[src/hw/rtl/bopp_pkg.sv]
// Shared constants, types and helpers for the barrier option path payoff unit.
`timescale 1ns / 1ps

package bopp_pkg;

    // Fixed point format of log prices and step counter width
    localparam int FRAC_BITS        = 24;
    localparam int STEP_COUNT_WIDTH = 16;

    // Field and register widths
    localparam int LOG_W    = 32;
    localparam int PRICE_W  = 32;
    localparam int STEPS_W  = 16;
    localparam int CFG_IDX_W = 3;
    localparam int CFG_W    = 32;

    // Path length compare width: holds the register value and the counter cap
    localparam int LIM_W = ((STEP_COUNT_WIDTH > STEPS_W) ? STEP_COUNT_WIDTH : STEPS_W) + 1;

    // Exponential: y = x * log2(e) has FRAC_BITS + 30 fraction bits
    localparam int EXP_SHIFT = FRAC_BITS + 30;
    localparam int N_W       = 64 - EXP_SHIFT;   // integer part of y
    localparam int NX_W      = N_W + 8;          // integer part with headroom for compares

    localparam logic [31:0] LOG2E_Q30 = 32'd1549082005;
    localparam logic [31:0] LN2_Q31   = 32'd1488522236;
    localparam logic [31:0] ONE_Q31   = 32'h8000_0000;
    localparam logic [3:0]  TAYLOR_TERMS = 4'd13;

    // Configuration register indexes
    localparam logic [CFG_IDX_W-1:0] REG_START_LOG   = 3'd0;
    localparam logic [CFG_IDX_W-1:0] REG_UPPER_LOG   = 3'd1;
    localparam logic [CFG_IDX_W-1:0] REG_LOWER_LOG   = 3'd2;
    localparam logic [CFG_IDX_W-1:0] REG_DRIFT       = 3'd3;
    localparam logic [CFG_IDX_W-1:0] REG_STRIKE      = 3'd4;
    localparam logic [CFG_IDX_W-1:0] REG_STEPS       = 3'd5;

    typedef enum logic [3:0] {
        S_IDLE,
        S_MUL_Y,
        S_YSIGN,
        S_MUL_Z,
        S_ZGET,
        S_H_MUL,
        S_H_LOAD,
        S_H_DIV,
        S_H_ACC,
        S_SCALE,
        S_PAY,
        S_OUT
    } state_t;

endpackage

[src/hw/rtl/barrier_option_path_payoff_unit.sv]
// Double-barrier knock-out call path walker with fixed point exponential payoff.
`timescale 1ns / 1ps

// Usage:
//  - s_axis carries one scaled Gaussian log increment per beat (Q8.24).
//    Every beat advances the current path by one step: drift plus increment,
//    then an upper/lower barrier test on the exact sum.
//  - A beat that is not the last step of a path produces nothing and leaves
//    the unit ready for the next beat. The last step of a path yields one m_axis beat with
//    the payoff (Q16.16, saturating) in tdata and the survived flag in tuser.
//  - Last step of a live path: the exponential runs through one shared 32x32
//    multiplier and a radix-2 divider: form y and z, then 13 Horner terms
//    (multiply, load, 32 divide steps, accumulate), then scale, payoff and
//    output load. A knocked-out path goes straight to the output load; a
//    price far above range saturates without running the Horner terms.
//  - s_axis_tready is low while the payoff is being computed and while the
//    result waits to enter the output register. The result sits in an output register; the next path may start while it
//    waits. If m_axis stalls and another path ends, the second result is held
//    until the first beat is taken.
//  - Configuration writes through cfg_we/cfg_index/cfg_data are registered and take effect in the next cycle.
//  - Reset returns the configuration and control registers to their defaults and starts a fresh path.
module barrier_option_path_payoff_unit (
    input  logic                          clk,
    input  logic                          rst_n,
    input  logic                          cfg_we,
    input  logic [bopp_pkg::CFG_IDX_W-1:0] cfg_index,
    input  logic [bopp_pkg::CFG_W-1:0]     cfg_data,
    input  logic                          s_axis_tvalid,
    output logic                          s_axis_tready,
    input  logic [bopp_pkg::LOG_W-1:0]     s_axis_tdata,   // [31:0] increment
    output logic                          m_axis_tvalid,
    input  logic                          m_axis_tready,
    output logic [bopp_pkg::PRICE_W-1:0]   m_axis_tdata,   // [31:0] payoff
    output logic                          m_axis_tuser    // [0] survived
);
    import bopp_pkg::*;

    // configuration
    logic signed [LOG_W-1:0] start_reg, upper_reg, lower_reg, drift_reg;
    logic [PRICE_W-1:0]      strike_reg;
    logic [STEPS_W-1:0]      steps_reg;

    // path state
    state_t state_reg, state_next;
    logic signed [LOG_W-1:0]      log_price_reg;
    logic [STEP_COUNT_WIDTH-1:0]  step_idx_reg;
    logic                         alive_reg;

    // exponential datapath
    logic [63:0]            prod_reg;
    logic [31:0]            mul_a, mul_b;
    logic signed [N_W-1:0]  n_reg;
    logic [31:0]            f_reg, z_reg, r_reg, quo_reg;
    logic [3:0]             k_reg, rem_reg;
    logic [4:0]             div_cnt_reg;
    logic [47:0]            e_reg;
    logic [PRICE_W-1:0]     pay_reg;
    logic                   surv_reg;

    // output register
    logic                   out_valid_reg;
    logic [PRICE_W-1:0]     out_pay_reg;
    logic                   out_surv_reg;
    logic                   out_load;

    // ---------------- step datapath ----------------
    logic                    path_start, alive_in, hit, alive_fin, last_step, in_fire;
    logic signed [LOG_W-1:0] base;
    logic signed [33:0]      sum_x;
    logic signed [LOG_W-1:0] sat_x, lp_fin;
    logic [LIM_W-1:0]        limit, done_cnt;

    always_comb
    begin
        path_start = (step_idx_reg == '0);
        base       = path_start ? start_reg : log_price_reg;
        alive_in   = path_start | alive_reg;
        sum_x      = 34'(base) + 34'(drift_reg) + 34'($signed(s_axis_tdata));
        hit        = (sum_x >= 34'(upper_reg)) || (sum_x <= 34'(lower_reg));
        if (sum_x[33:31] == 3'b000 || sum_x[33:31] == 3'b111)
            sat_x = sum_x[31:0];
        else
            sat_x = sum_x[33] ? {1'b1, {(LOG_W-1){1'b0}}} : {1'b0, {(LOG_W-1){1'b1}}};
        lp_fin    = alive_in ? sat_x : base;
        alive_fin = alive_in & ~hit;

        limit = (steps_reg == '0) ? LIM_W'(1) : LIM_W'(steps_reg);
        if (limit > (LIM_W'(1) << STEP_COUNT_WIDTH))
            limit = LIM_W'(1) << STEP_COUNT_WIDTH;
        done_cnt  = LIM_W'(step_idx_reg) + LIM_W'(1);
        last_step = (done_cnt >= limit);
        in_fire   = s_axis_tvalid & s_axis_tready;
    end

    // ---------------- scale and payoff ----------------
    logic signed [NX_W-1:0] n_ext, n_m15, rs;
    logic                   n_sat;
    logic [5:0]             rs6;
    logic [33:0]            r_rnd;
    logic [47:0]            e_val;
    logic [47:0]            diff;
    logic [63:0]            y;
    logic [4:0]             div_trial;
    logic                   div_bit;

    always_comb
    begin
        y      = log_price_reg[LOG_W-1] ? (~prod_reg + 64'd1) : prod_reg;
        n_ext  = NX_W'(n_reg);
        n_sat  = (n_ext >= $signed(NX_W'(32)));
        n_m15  = n_ext - $signed(NX_W'(15));
        rs     = -n_m15;
        rs6    = rs[5:0];
        r_rnd  = 34'(r_reg) + (34'(1) << (rs6 - 6'd1));
        if (!n_m15[NX_W-1])
            e_val = 48'(r_reg) << n_m15[4:0];
        else if (rs >= $signed(NX_W'(33)))
            e_val = '0;
        else
            e_val = 48'(r_rnd >> rs6);
        diff = e_reg - 48'(strike_reg);

        div_trial = {rem_reg, quo_reg[31]};
        div_bit   = (div_trial >= {1'b0, k_reg});
    end

    // ---------------- sequencer ----------------
    always_comb
    begin
        state_next = state_reg;
        case (state_reg)
            S_IDLE:
                if (in_fire && last_step)
                    state_next = alive_fin ? S_MUL_Y : S_OUT;
            S_MUL_Y:  state_next = S_YSIGN;
            S_YSIGN:  state_next = S_MUL_Z;
            S_MUL_Z:  state_next = S_ZGET;
            S_ZGET:   state_next = n_sat ? S_OUT : S_H_MUL;
            S_H_MUL:  state_next = S_H_LOAD;
            S_H_LOAD: state_next = S_H_DIV;
            S_H_DIV:
                if (div_cnt_reg == 5'd31)
                    state_next = S_H_ACC;
            S_H_ACC:  state_next = (k_reg == 4'd1) ? S_SCALE : S_H_MUL;
            S_SCALE:  state_next = S_PAY;
            S_PAY:    state_next = S_OUT;
            S_OUT:
                if (!out_valid_reg || m_axis_tready)
                    state_next = S_IDLE;
            default:  state_next = S_IDLE;
        endcase
    end

    always_comb
    begin
        s_axis_tready = 1'b0;
        out_load      = 1'b0;
        mul_a         = r_reg;
        mul_b         = z_reg;
        case (state_reg)
            S_IDLE:  s_axis_tready = 1'b1;
            S_MUL_Y:
            begin
                mul_a = log_price_reg[LOG_W-1] ? (~log_price_reg + 32'd1) : log_price_reg;
                mul_b = LOG2E_Q30;
            end
            S_MUL_Z:
            begin
                mul_a = f_reg;
                mul_b = LN2_Q31;
            end
            S_OUT:   out_load = !out_valid_reg || m_axis_tready;
            default:
            begin
                mul_a = r_reg;
                mul_b = z_reg;
            end
        endcase
    end

    // configuration registers
    always_ff @(posedge clk or negedge rst_n)
    begin
        if (!rst_n)
        begin
            start_reg  <= '0;
            upper_reg  <= {1'b0, {(LOG_W-1){1'b1}}};
            lower_reg  <= {1'b1, {(LOG_W-1){1'b0}}};
            drift_reg  <= '0;
            strike_reg <= '0;
            steps_reg  <= STEPS_W'(1);
        end
        else if (cfg_we)
        begin
            case (cfg_index)
                REG_START_LOG: start_reg  <= cfg_data;
                REG_UPPER_LOG: upper_reg  <= cfg_data;
                REG_LOWER_LOG: lower_reg  <= cfg_data;
                REG_DRIFT:     drift_reg  <= cfg_data;
                REG_STRIKE:    strike_reg <= cfg_data;
                REG_STEPS:     steps_reg  <= cfg_data[STEPS_W-1:0];
                default:       ;
            endcase
        end
    end

    // control state
    always_ff @(posedge clk or negedge rst_n)
    begin
        if (!rst_n)
        begin
            state_reg     <= S_IDLE;
            log_price_reg <= '0;
            step_idx_reg  <= '0;
            alive_reg     <= 1'b1;
            out_valid_reg <= 1'b0;
            k_reg         <= TAYLOR_TERMS;
            div_cnt_reg   <= '0;
        end
        else
        begin
            state_reg <= state_next;
            if (in_fire)
            begin
                log_price_reg <= lp_fin;
                alive_reg     <= alive_fin;
                step_idx_reg  <= last_step ? '0 : done_cnt[STEP_COUNT_WIDTH-1:0];
            end
            if (out_load)
                out_valid_reg <= 1'b1;
            else if (m_axis_tready)
                out_valid_reg <= 1'b0;
            if (state_reg == S_ZGET)
                k_reg <= TAYLOR_TERMS;
            else if (state_reg == S_H_ACC)
                k_reg <= k_reg - 4'd1;
            if (state_reg == S_H_DIV)
                div_cnt_reg <= div_cnt_reg + 5'd1;
            else
                div_cnt_reg <= '0;
        end
    end

    // arithmetic payload
    always_ff @(posedge clk)
    begin
        prod_reg <= 64'(mul_a) * 64'(mul_b);
        case (state_reg)
            S_IDLE:
                if (in_fire && last_step && !alive_fin)
                begin
                    pay_reg  <= '0;
                    surv_reg <= 1'b0;
                end
            S_YSIGN:
            begin
                n_reg <= y[63:EXP_SHIFT];
                f_reg <= y[EXP_SHIFT-1 -: 32];
            end
            S_ZGET:
            begin
                z_reg    <= prod_reg[63:32];
                r_reg    <= ONE_Q31;
                pay_reg  <= {PRICE_W{1'b1}};
                surv_reg <= 1'b1;
            end
            S_H_LOAD:
            begin
                quo_reg <= prod_reg[62:31];
                rem_reg <= '0;
            end
            S_H_DIV:
            begin
                rem_reg <= div_bit ? 4'(div_trial - {1'b0, k_reg}) : div_trial[3:0];
                quo_reg <= {quo_reg[30:0], div_bit};
            end
            S_H_ACC:  r_reg <= ONE_Q31 + quo_reg;
            S_SCALE:  e_reg <= e_val;
            S_PAY:
            begin
                if (e_reg <= 48'(strike_reg))
                    pay_reg <= '0;
                else
                    pay_reg <= (|diff[47:32]) ? {PRICE_W{1'b1}} : diff[31:0];
            end
            default: ;
        endcase
        if (out_load)
        begin
            out_pay_reg  <= pay_reg;
            out_surv_reg <= surv_reg;
        end
    end

    assign m_axis_tvalid = out_valid_reg;
    assign m_axis_tdata  = out_pay_reg;
    assign m_axis_tuser  = out_surv_reg;

    // Horner counter stays within the series length
    assert property (@(posedge clk) disable iff (!rst_n)
        (state_reg == S_H_MUL) |-> (k_reg >= 4'd1 && k_reg <= TAYLOR_TERMS))
        else $error("Horner term index out of range");

    // 2^f is never below one
    assert property (@(posedge clk) disable iff (!rst_n)
        (state_reg == S_SCALE) |-> (r_reg >= ONE_Q31))
        else $error("exponential mantissa below one");

    // knocked-out paths pay nothing
    assert property (@(posedge clk) disable iff (!rst_n)
        (m_axis_tvalid && !m_axis_tuser) |-> (m_axis_tdata == '0))
        else $error("knocked-out path with nonzero payoff");

    // a loaded result shows up on the output next cycle
    assert property (@(posedge clk) disable iff (!rst_n)
        out_load |=> (m_axis_tvalid && state_reg == S_IDLE))
        else $error("result load lost");

endmodule
[config.mk]
export PLATFORM = sky130hd
export DESIGN_NAME = barrier_option_path_payoff_unit
export DESIGN_NICKNAME = d
export VERILOG_FILES = /design/src/hw/rtl/bopp_pkg.sv /design/src/hw/rtl/barrier_option_path_payoff_unit.sv
export SDC_FILE = /design/constraint.sdc
export NUM_CORES = 2
export LEC_CHECK = 0
export BUFFER_PORTS_ARGS = -buffer_cell sky130_fd_sc_hd__buf_2
export CORE_ASPECT_RATIO = 0.6
export CORE_UTILIZATION = 45
export CTS_BUF_LIST = sky130_fd_sc_hd__clkbuf_4
export DETAILED_ROUTE_END_ITERATION = 10
export PLACE_DENSITY_LB_ADDON = 0.25
export SYNTH_ARGS = -nofsm -noshare
export SYNTH_HDL_FRONTEND = slang
export SYNTH_SLANG_ARGS = --single-unit
[constraint.sdc]
create_clock -name clk -period 23 [get_ports clk]
set_input_delay 2.3 -clock clk [delete_from_list [all_inputs] [get_ports clk]]
set_output_delay 2.3 -clock clk [all_outputs]
set_load 0.01 [all_outputs]
# Yosys cells after proc, flatten, opt, wreduce, memory -nomap -nowiden
# Index checks and enable logic that the tools add are counted.
# op_classes
shift,3
bitwise_logic,6
div,0
n_eq_ne,23
order_cmp,8
n_mul,1
n_reduce_logical,27
n_mux,37
add_sub_neg,14
# ops
op,count
$mux 32,8
$pmux 32 s2,4
$mux 48,2
$pmux 32 s3,1
$add 64x1->64 const B,1
$mul 32x32->64,1
$mux 64,1
$not 64->64,1
$le 48x32->1,1
$pmux 4 s12,1
$shl 32x5->48,1
$shr 34x6->48,1
$sub 48x32->48,1
$mux 4,9
$add 32x34->34,1
$add 33x32->34,1
$ge 34x32->1,1
$le 34x32->1,1
$shl 1x6->34 const A,1
$add 32x32->33,1
$add 32x1->32 const B,1
$add 32x32->32 const A,1
$logic_not 16->1,2
$mux 16,2
40 further kinds,74
# totals
latch_bits,0
ram_bits,0
inputBits,72
regBits,559
output_inout_bits,35
romBits,0
n_memories,0

# Depth between registers and ports, before layout
# depth
word_depth,12
mapped_depth,40
ltp_nobuf,38

# Least setup slack after synthesis
# OpenSTA, ideal clock, no wires.
# synth_path
kind,reg-to-reg
from,register log_price_reg[7]
to,register prod_reg[55]
stages_incl_launch_ff,37
required_time_ns,22.873
setup_time_ns,0.127
path_slack_ns,12.662
t_arrival_ns,10.212
synth_period_minus_slack_ns,10.338
path_cell_list,dfrtp_1 -> or4_1 -> or3_1 -> or4_1 -> or2_1 -> or4_4 -> or2_1 -> o31ai_1 -> xor2_1 -> o21ai_1 -> mux2i_2 -> buf_4 -> nor2_1 -> fa_1 -> fa_1 -> fa_1 -> inv_1 -> fa_1 -> inv_1 -> fa_1 -> fa_1 -> fa_1 -> inv_1 -> fa_1 -> inv_1 -> ha_1 -> clkbuf_1 -> a21o_1 -> o21bai_1 -> a211oi_1 -> a21o_1 -> o211ai_1 -> a221oi_1 -> o211ai_1 -> a21boi_0 -> o21ai_0 -> xor2_1
# synth_via
elab_chain_cells,5
# synth_rtl
item,line,rtl
start: declaration,barrier_option_path_payoff_unit.sv:45,logic signed [LOG_W-1:0] log_price_reg;
start signal: assignment,barrier_option_path_payoff_unit.sv:225,log_price_reg <= lp_fin;
$not 32->32,barrier_option_path_payoff_unit.sv:164,mul_a = log_price_reg[LOG_W-1] ? (~log_price_reg + 32'd1) : log_price_reg;
$add 32x1->32,barrier_option_path_payoff_unit.sv:164,
$mux 32 (*),barrier_option_path_payoff_unit.sv:164,
$pmux 32 s2 (*),barrier_option_path_payoff_unit.sv:160,case (state_reg)
$mul 32x32->64 (*),barrier_option_path_payoff_unit.sv:247,prod_reg <= 64'(mul_a) * 64'(mul_b);
end signal: assignment,barrier_option_path_payoff_unit.sv:247,
end: declaration,barrier_option_path_payoff_unit.sv:50,logic [63:0] prod_reg;
# Every way passes the cells marked *; elsewhere a longest branch is shown, timed or not.
# A chain may end at the register's enable or synchronous reset.

# Worst setup path in the final report
# layout_path
from,register log_price_reg[7]
to,register prod_reg[62]
# Same word-level chain as after synthesis.

==> run_results.csv <==
group,metric,value,unit
yosys,dominantRegCellSynth,"edfxtp_1",
timing,period_minus_slack,13.16,ns
die,num_rows,109,
yosys,syn-num-nets,8917,
clock_tree,cts-hold-fix-buffers,0,
timing,fin_tns_setup,0,ns
clock_tree,clk_latency,1.16,ns
yosys,synth-compound-area-share,11.2,%
power_and_ir_drop,vdd_ir_drop_max,0.0000451,V
timing,setup_viol,0,
clock_tree,cts-htree-levels,4,
yosys,synth_edf_count,256,
yosys,synth.avg_cell_area,9.10,um2
finish,largest_reg_flops,64,
outcome,violations,"max-capacitance violations",
finish,syn2layout_area_growth,7.34,%
timing,fin_skew,0.103,ns
clock_tree,path_clk_slew,0.08,ns
yosys,syn_area,0.0679,mm2
finish,fin_nets,8931,
outcome,status,"finished, violations left",
timing,fmax,76.0,MHz
grt,overflow,0,
detailed_routing,ant_nets,0,
yosys,synth_xor_area_share,3.21,%
power_and_ir_drop,total_power,2.84,mW
timing,post-route-period-util,57.2,%
timing,worst_pin_slew,1.46,ns
clock_tree,cts_tree,"built",
place,port_buffers,106,
yosys,synth-simple-area-share,15.7,%
finish,stdcell_area,0.0728,mm2
clock_tree,ctsResizeCount,0,
detailed_routing,first_iter_violations,7807,
place,dp_hpwl,201,mm
worst_setup_path,cpPeakStageDelay,1.00,ns
finish,final_cell_mix,"inv_1 (1029), fa_1 (932), nand2_1 (915), nor2_1 (857), ha_1 (458)",
detailed_routing,vias_per_cell,6.03,
timing,whs,0.420,ns
die,die_w,503,um
timing,rsz0062_at_grt,"no",
yosys,yosys_warnings,0,
worst_setup_path,r2r_slack,9.84,ns
die,chipHeight,303,um
detailed_routing,routed_wl,259,mm
detailed_routing,drtPass1Iterations,10,
die,initial_core_util,45.7,%
power_and_ir_drop,p_leak,33.9,nW
yosys,syn_inst,7454,
yosys,synthMuxAreaShare,4.04,%
timing,slew_violations,0,
grt,grt_pass1_vias,55500,
yosys,synthAdderAreaFrac,36.0,%
finish,fillCellCount,14100,
die,core_area,0.148,mm2
yosys,synth_top_family_by_area,"adder cells",
min_path,holdPathStages,0,
worst_setup_path,reg2regPathDepth,34,
die,io_pins,107,
place,place_area,0.0709,mm2
grt,track_usage,34.2,%
yosys,synth_seq_area_share,22.1,%
yosys,ys_ff_latch,559,
timing,timing_hold_violations_final,0,
yosys,synth_cell_type_count,92,
yosys,synthArstFlopShare,42.8,%
finish,final_common_cell,"inv_1",
timing,slew_headroom,2.12,%
worst_setup_path,critPathKind,"register to register",
worst_setup_path,timing.rr.start,"log_price_reg[7]$_DFFE_PN0P_",
power_and_ir_drop,power_density,39.0,mW/mm2
worst_setup_path,reg2reg_to,"prod_reg[62]$_DFF_P_",
detailed_routing,num_vias,57900,
min_path,hold-path-endpoint,"m_axis_tdata[8]$_DFFE_PP_",
run,maxCapViolations,1,
clock_tree,cts_made_buffers,139,
clock_tree,cts_root_buf,"clkbuf_4",
detailed_routing,drt-wirelength-per-cell,26.9,um
clock_tree,post_cts_buffers,0,
worst_setup_path,crit_path_top_delay_cell,"a21oi_1",
clock_tree,cts_buffer_depth,3,
worst_setup_path,cp-startpoint,"log_price_reg[7]$_DFFE_PN0P_",
min_path,hp-class,"register to register",
clock_tree,cts.sinks,559,
worst_setup_path,cp_common_cell,"fa_1",
grt,grt_max_degree,146,
worst_setup_path,cp_max_fo,13,
finish,drive_above_1_share,10.4,%
place,place_congestion,1.05,
worst_setup_path,start_kind,"register",
detailed_routing,drc,0,
worst_setup_path,endpoint_kind,"register",
worst_setup_path,worstPathRequired,23.98,ns
grt,antenna_found_initial,17,
worst_setup_path,critPathArrivalTime,14.14,ns
min_path,hold_path.startpoint,"pay_reg[8]$_SDFFCE_PN0P_",
die,die_area,0.152,mm2
grt,grt_pass1_wl,378,mm
==> worst max-delay path by stage <==
stage	to	slack (ns)	cells past startpoint
final	prod_reg[62]$_DFF_P_	9.84	34
after CTS	prod_reg[62]$_DFF_P_	10.42	34
after floorplan	prod_reg[55]$_DFF_P_	12.66	36
after global placement	prod_reg[62]$_DFF_P_	10.63	35
after detailed placement	prod_reg[62]$_DFF_P_	10.52	34
after global routing	prod_reg[62]$_DFF_P_	9.53	34
==> area by class of cell <==
cell class / count / area (um2) / share of cell area, %
tap: 1998 / 2500 / 3.43
clock buffer: 209 / 1570 / 2.15
clock inverter: 48 / 315 / 0.433
antenna: 19 / 47.5 / 0.0653
inverter: 1032 / 3870 / 5.32
multi-input combinational: 5490 / 47900 / 65.8
timing repair buffer: 246 / 1600 / 2.20
sequential: 559 / 15000 / 20.6
==> cells by family (layout without fill, tap and decap cells) <==
family,Yosys count,after routing
compound gates,1182,1182
xor+xnor,249,249
fa+ha+maj,1391,1391
buf+inv,1405,1535
flops,559,559
mux,224,224
other cells,0,19
simple gates,2444,2444
==> cells in the mapped netlist, drive strengths merged (18+ instances only) <==
master | n | area [um2]
dfrtp | 202 | 5050
or2 | 28 | 175
xnor2 | 150 | 1310
nor2b | 48 | 300
edfxtp | 256 | 7690
o21a | 43 | 323
clkbuf | 334 | 1250
ha | 459 | 5740
mux4 | 25 | 563
and3 | 59 | 369
a21o | 136 | 1020
o21ai | 330 | 1650
dfxtp | 64 | 1280
dfstp | 37 | 972
or3 | 28 | 185
nor4 | 36 | 225
o211ai | 37 | 278
nand2b | 66 | 413
and2 | 22 | 138
mux2i | 66 | 676
a221o | 18 | 180
nor3 | 80 | 400
a21oi | 282 | 1410
o21bai | 23 | 173
or4 | 19 | 154
xor2 | 99 | 867
o31ai | 46 | 359
fa | 932 | 18700
nand4 | 70 | 438
a211oi | 42 | 315
inv | 1030 | 3870
nand2 | 918 | 3450
nor2 | 869 | 3260
buf | 39 | 166
a31oi | 32 | 200
nand3 | 162 | 811
mux2 | 133 | 1500
==> report_power, final <==
| group | internal [mW] | total, mW | switching (mW) | leakage, nW |
|---|---|---|---|---|
| sequential | 1.11 | 1.14 | 0.0326 | 5.96 |
| combinational | 0.292 | 0.764 | 0.472 | 26.9 |
| clock | 0.447 | 0.937 | 0.490 | 1.11 |
==> through the flow <==
stage          utilization, %  instances  setup WS, ns
2_1_floorplan               -       7454         12.66
3_3_place_gp             47.8       9325         10.63
3_5_place_dp             47.8       9325         10.52
4_1_cts                  49.1       9582         10.42
5_1_grt                  49.1       9588          9.53
6_report                 49.1       9601          9.84
==> worst max-delay path, delay by kind of cell (launching register included) <==
kind            cells  cell delay (ns)
compound gates      8             2.58
xor+xnor            2             0.46
fa+ha+maj           9             4.46
buf+inv             3             0.44
flops               1             0.47
mux                 1             0.24
simple gates       11             4.36
==> routing by layer <==
metal | global-route usage [%] | vias to the layer above | wire length, um
met5 | 0.827 | - | 121
met4 | 7.54 | 10 | 5870
met3 | 15.8 | 435 | 44500
met2 | 40.9 | 3939 | 91000
met1 | 53.5 | 28900 | 117000
li1 | - | 24600 | -
(Power assumes the default switching activity.)
